$ cat src/sv/cht_pkg.sv
// shared types and constants for the chained hash table core
// no dependencies
package cht_pkg;

  localparam int MAX_BUCKETS = 128;
  localparam int POOL_NODES  = 256;

  localparam int KEY_W   = 32;
  localparam int DATA_W  = 32;
  localparam int CFG_W   = 8;
  localparam int BKT_W   = $clog2(MAX_BUCKETS);
  localparam int DIV_W   = BKT_W + 1;
  localparam int IDX_W   = $clog2(POOL_NODES);
  localparam int PTR_W   = IDX_W + 1;
  localparam int STEP_W  = $clog2(KEY_W);

  localparam logic [CFG_W-1:0] BKT_CNT_RST = CFG_W'(127);
  localparam logic [PTR_W-1:0] NULL_PTR    = PTR_W'(POOL_NODES);
  localparam logic [PTR_W-1:0] POOL_FULL   = PTR_W'(POOL_NODES);

  localparam logic MODE_LOOKUP = 1'b0;
  localparam logic MODE_INSERT = 1'b1;

  localparam logic STATUS_OK   = 1'b0;
  localparam logic STATUS_FULL = 1'b1;

  typedef enum logic [2:0] {
    ST_IDLE,
    ST_DIV,
    ST_HEAD,
    ST_SEL,
    ST_INS,
    ST_RD,
    ST_CMP,
    ST_DONE
  } cht_state_t;

endpackage

$ cat src/sv/cht_mod.sv
// bit-serial key modulo bucket count, one quotient bit per cycle
// depends on cht_pkg
module cht_mod
  import cht_pkg::*;
(
  input  logic             clk,
  input  logic             rst_n,
  input  logic             start,
  input  logic [KEY_W-1:0] key,
  input  logic [DIV_W-1:0] divisor,
  output logic             done,
  output logic [BKT_W-1:0] rem
);

  logic              busy_r, busy_nxt;
  logic              done_r, done_nxt;
  logic [STEP_W-1:0] cnt_r, cnt_nxt;
  logic [KEY_W-1:0]  key_r, key_nxt;
  logic [DIV_W-1:0]  div_r, div_nxt;
  logic [BKT_W-1:0]  rem_r, rem_nxt;
  logic [DIV_W-1:0]  trial;

  always_comb begin
    busy_nxt = busy_r;
    done_nxt = 1'b0;
    cnt_nxt  = cnt_r;
    key_nxt  = key_r;
    div_nxt  = div_r;
    rem_nxt  = rem_r;
    trial    = {rem_r, key_r[KEY_W-1]};
    if (start) begin
      busy_nxt = 1'b1;
      cnt_nxt  = '0;
      key_nxt  = key;
      div_nxt  = divisor;
      rem_nxt  = '0;
    end else if (busy_r) begin
      key_nxt = {key_r[KEY_W-2:0], 1'b0};
      if (trial >= div_r) begin
        rem_nxt = BKT_W'(trial - div_r);
      end else begin
        rem_nxt = BKT_W'(trial);
      end
      cnt_nxt = cnt_r + 1'b1;
      if (cnt_r == STEP_W'(KEY_W - 1)) begin
        busy_nxt = 1'b0;
        done_nxt = 1'b1;
      end
    end
  end

  always_ff @(posedge clk) begin
    if (!rst_n) begin
      busy_r <= 1'b0;
      done_r <= 1'b0;
      cnt_r  <= '0;
    end else begin
      busy_r <= busy_nxt;
      done_r <= done_nxt;
      cnt_r  <= cnt_nxt;
    end
  end

  always_ff @(posedge clk) begin
    key_r <= key_nxt;
    div_r <= div_nxt;
    rem_r <= rem_nxt;
  end

  assign done = done_r;
  assign rem  = rem_r;

  a_rem_below_div: assert property (@(posedge clk) disable iff (!rst_n)
    done_r |-> (DIV_W'(rem_r) < div_r))
    else $error("remainder not below divisor");

  a_no_restart: assert property (@(posedge clk) disable iff (!rst_n)
    busy_r |-> !start)
    else $error("modulo unit restarted while busy");

endmodule

$ cat config.mk
export PLATFORM = sky130hd
export DESIGN_NAME = cht_mod
export DESIGN_NICKNAME = d
export VERILOG_FILES = /design/src/sv/cht_pkg.sv /design/src/sv/cht_mod.sv
export SDC_FILE = /design/constraint.sdc
export NUM_CORES = 1
export LEC_CHECK = 0
export BUFFER_PORTS_ARGS = -buffer_cell sky130_fd_sc_hd__buf_2
export CORE_MARGIN = 3
export CORE_UTILIZATION = 50
export DETAILED_ROUTE_END_ITERATION = 12
export HOLD_SLACK_MARGIN = 0.12
export PLACE_DENSITY = 0.77
export SLEW_MARGIN = 30
export SYNTH_ARGS = -nofsm -noshare
export SYNTH_HDL_FRONTEND = slang
export SYNTH_SLANG_ARGS = --single-unit
export TNS_END_PERCENT = 50
$ cat constraint.sdc
create_clock -name clk -period 2.7 [get_ports clk]
set_input_delay 0.135 -clock clk [delete_from_list [all_inputs] [get_ports clk]]
set_output_delay 0.135 -clock clk [all_outputs]
set_load 0.02 [all_outputs]
# Word-level counts from Yosys, hierarchy flattened
# Index checks and enable logic that the tools add are counted.
[word_totals]
reg_bits = 54
input_bits = 43
out_inout_bits = 8
wordCells = 22
[classes]
n_addsub = 2
n_lt_le_gt_ge = 1
eq_ne = 1
muxes = 7
n_bitwise = 2
reduce_logical = 3
[op_table]
columns = ["op", "n"]
rows = [
  ["$mux W32", 2],
  ["$ge A8 B8 Y1", 1],
  ["$mux W7", 1],
  ["$sub A7 B7 Y7", 1],
  ["$add A5 B1 Y5 const B", 1],
  ["$eq A5 B5 Y1 const B", 1],
  ["$mux W1", 4],
  ["$reduce_or A3 Y1", 1],
  ["$not A1 Y1", 2],
  ["$reduce_bool A2 Y1", 1],
  ["$reduce_or A2 Y1", 1],
]

# Depth between registers and ports, before layout
[logic_depth]
word_depth = 4
depth_mapped = 10
mapped_depth_nobuf = 9

# Least setup slack after synthesis
# OpenSTA, ideal clock, no wires.
[synth_timing]
kind = "reg-to-reg"
startpoint = "register key_r[31]"
endpoint = "register rem_r[1], in the netlist rem[1]"
setup_time_ns = 0.138
t_arrival_ns = 2.086
required_ns = 2.562
setup_slack_ns = 0.476
path_stages_with_launch = 11
path_buffers = 1
synth_period_minus_slack_ns = 2.224
cell_sequence = "edfxtp_1 -> inv_1 -> ha_1 -> inv_1 -> fa_1 -> a211oi_2 -> o21ai_1 -> a221oi_2 -> buf_6 -> mux2i_1 -> a211oi_1"
[synth_via]
elab_chain_len = 2
elab_cells_between_ends = 3
cone_classes = "add/sub (1); order compare (1); mux (1)"
[synth_rtl]
columns = ["element", "line", "text"]
rows = [
  ["start, declared", "cht_mod.sv:18", "logic [KEY_W-1:0] key_r, key_nxt;"],
  ["start signal, assigned", "cht_mod.sv:65", "key_r <= key_nxt;"],
  ["$sub A7 B7 Y7 / $ge A8 B8 Y1 (equally long branches)", "cht_mod.sv:40, cht_mod.sv:39", ""],
  ["$mux W7 *", "cht_mod.sv:39", "if (trial >= div_r) begin"],
  ["end signal, assigned", "cht_mod.sv:67", "rem_r <= rem_nxt;"],
  ["end, declared", "cht_mod.sv:20", "logic [BKT_W-1:0] rem_r, rem_nxt;"],
]
# Mark *: on every way between the ends. The rest lies on a longest branch, timed or not.
# A chain may end at the register's enable or synchronous reset.

# Final worst setup path
[layout_timing]
startpoint = "register key_r[31]"
endpoint = "register rem_r[5], in the netlist rem[5]"
# Same word-level chain as after synthesis.

==> results.py <==
metrics = {
    "status": {
        "status": "complete, no violations",
    },
    "power": {
        "comb_power_share_pct": 18.4,
        "sw_frac_of_total_pct": 25.4,
        "p_int_mw": 1.32,
        "powerDensity_nw_per_um2": 553,
        "ir_drop_v": 0.000353,
        "clock_power_share_pct": 24.8,
        "p_leak_nw": 1.32,
        "pwr-share-seq_pct": 56.8,
        "p_sw_mw": 0.450,
    },
    "timing": {
        "setup_viol": 0,
        "relSlewSlack_pct": 51.0,
        "fin_skew_ps": 4.38,
        "rsz0062_at_grt": "no",
        "drv_slew": 0,
        "hold_viol_final": 0,
        "fin_crit_ps": 2400,
        "setup_tns_ps": 0,
        "tightest_slew_ps": 735,
        "fmax_ghz": 0.416,
        "period_share_pct": 89.0,
    },
    "clocking": {
        "clock-sinks": 54,
        "cts_htree_levels": 2,
        "cts_setup_buffers": 0,
        "clock_path_buffers": 2,
        "cts_tree": "yes",
        "cts_root_buf": "clkbuf_8",
        "worstSkewPairLatency_ps": 310,
        "cts_inserted_buffers": 5,
        "clk_pin_slew_ps": 90,
        "post_cts_resized": 0,
        "ctsHoldBuffers": 26,
    },
    "logic_synthesis": {
        "ys_types": 40,
        "synthFlopType": "edfxtp_1",
        "seq_area_frac_synth_pct": 58.2,
        "synthTopCellsByArea": "edfxtp_1, mux2_2, dfxtp_1, ha_1, nor2_1",
        "synth_cells": 192,
        "ys_warn_count": 0,
        "yosys-top-cells-count": "edfxtp_1, mux2_2, nor2_1",
        "ys_seq_elements": 54,
        "yosysMostFrequentCell": "edfxtp_1",
        "netlist.area_leader.share_pct": 47.2,
        "syn_nets": 246,
        "synth.avg_cell_area_um2": 13.2,
        "syn_area_um2": 2540,
        "postSynth.asyncResetShare_pct": 0,
        "synth_top_cell_by_area": "edfxtp_1",
        "synth_edf_count": 40,
    },
    "die": {
        "io-pin-count": 51,
        "rows": 25,
        "die_x_um": 77.3,
        "start_util_pct": 52.8,
        "core_area_um2": 4820,
        "die-area_um2": 5980,
        "die_h_um": 77.3,
    },
    "critical_path": {
        "start_kind": "flip-flop",
        "cp.required_ps": 2910,
        "arrival_ps": 2610,
        "end_kind": "flip-flop",
        "critPathKind": "flip-flop to flip-flop",
        "worstPathMaxFanout": 11,
    },
    "layout": {
        "antennaDiodeCount": 0,
        "syn_to_final_growth_pct": 26.1,
        "final_nets": 324,
        "final_area_um2": 3210,
        "final_layout_size_suffix_gt1_share_pct": 36.2,
    },
    "min_path": {
        "hold_path_class": "input pin to flip-flop",
    },
    "route": {
        "drtIter0Drc": 75,
        "ant_nets": 0,
        "vias": 1706,
        "wl_um": 4710,
        "wl_per_cell_um": 13.9,
        "routed_via_density": 5.05,
        "drc": 0,
        "drtPass1Iterations": 4,
    },
    "place": {
        "portBuffers": 50,
        "routabilityCongestion": 0.797,
        "dpl_cell_area_um2": 2860,
        "hpwlAfterDp_um": 3110,
    },
    "global_route": {
        "antenna_found_initial": 0,
        "busiest_layer": "met2",
        "grt_overflow": 0,
        "met2_usage_pct": 26.9,
        "grt_pass1_vias": 1748,
        "grt.met1_usage_pct": 22.7,
        "met3_usage_pct": 4.58,
        "grtUsageTotal_pct": 17.1,
        "grt_max_degree": 34,
        "grt_pass1_wl_um": 8020,
    },
    "run": {
        "maxCapViolations": 0,
    },
}
-- cell usage in the layout, fill, tap and decap left out, types with 2 or more instances in the layout --
master	Yosys	layout
nand2_1	8	8
ha_1	10	10
buf_4	0	3
mux2i_1	5	5
nand2b_1	3	3
a21oi_1	4	4
mux2_2	31	31
dfxtp_1	14	14
buf_2	0	50
nor2_1	19	19
nand3_1	2	2
o21ai_0	2	2
dlygate4sd3_1	0	26
inv_1	11	11
edfxtp_1	40	40
xor2_1	4	4
nand4_1	2	2
a311oi_1	3	3
clkbuf_8	0	5
xnor2_1	2	2
a211oi_1	3	3
or2_2	2	2
-- final timing paths --
| kind | endpoint | start | slack (ps) | depth (start not counted) |
|---|---|---|---|---|
| worst max register to register | rem[5] | key_r[31] | 300 | 10 |
| worst min-delay path | key_r[17] | key[17] | 130 | 2 |
| worst max-delay path | rem[5] | key_r[31] | 300 | 10 |
| worst min register to register | cnt_r[4] | cnt_r[4] | 520 | 2 |
-- cell families after synthesis --
group                    after synthesis  synth area share, %
multiplexers                          36                 15.7
buffers and inverters                 19                 3.10
AND/OR/NAND/NOR                       44                 8.41
AO/OA/AOI/OAI                         22                 6.79
adder cells (fa/ha/maj)               11                 5.71
XOR/XNOR                               6                 2.07
flip-flops                            54                 58.2
-- routing by layer --
metal / vias to the layer above / part of all wire, % / routed length [µm]
met1: 802 / 46 / 2140
met4: 0 / 1.7 / 78
met5: - / 0 / 0
li1: 864 / - / -
met2: 35 / 48 / 2280
met3: 5 / 4.4 / 208
-- worst max-delay path: stages (launching register included) --
cell and delay, ps:
edfxtp_1 400, inv_1 70, ha_1 150, inv_1 50
fa_1 400, a211oi_2 290, o21ai_1 130, a221oi_2 240
buf_4 220, nand2_1 70, a311oi_1 290
-- state kept, by name, summed over array words and instances, names as in the netlist --
name and count:
cnt_r 5, div_r 8, done 1, rem 7, busy_r 1, key_r 32
-- through the flow --
stage                     utilization (%)  std cells  total power, mW  hold slack, ps  setup WS [ps]
final                                66.6        338             1.77             129            298
after global routing                 66.6        338             1.86             122           61.1
after CTS                            66.6        338             1.79             121            261
after detailed placement             59.4        304             1.32             314            272
after global placement               59.4        304             1.31             312            397
after floorplan                         -        192             1.23             234            476
-- cell type report --
class	count	area, µm²
fillers	370	1610
flip-flops and latches	54	1480
multi-input cells	119	983
repair buffers	79	533
well taps	67	83.8
clock buffers	5	68.8
inverters	11	41.3
clock inverters	3	16.3
-- power groups by stage --
stage | registers [mW] | clock network [mW] | logic, mW
floorplan | 1.03 | 0 | 0.209
global placement | 1.02 | 0 | 0.289
detailed placement | 1.03 | 0 | 0.297
CTS | 1.01 | 0.453 | 0.327
global route | 1.02 | 0.479 | 0.364
finish | 1.01 | 0.440 | 0.326
Power figures use the tool's default switching activity.
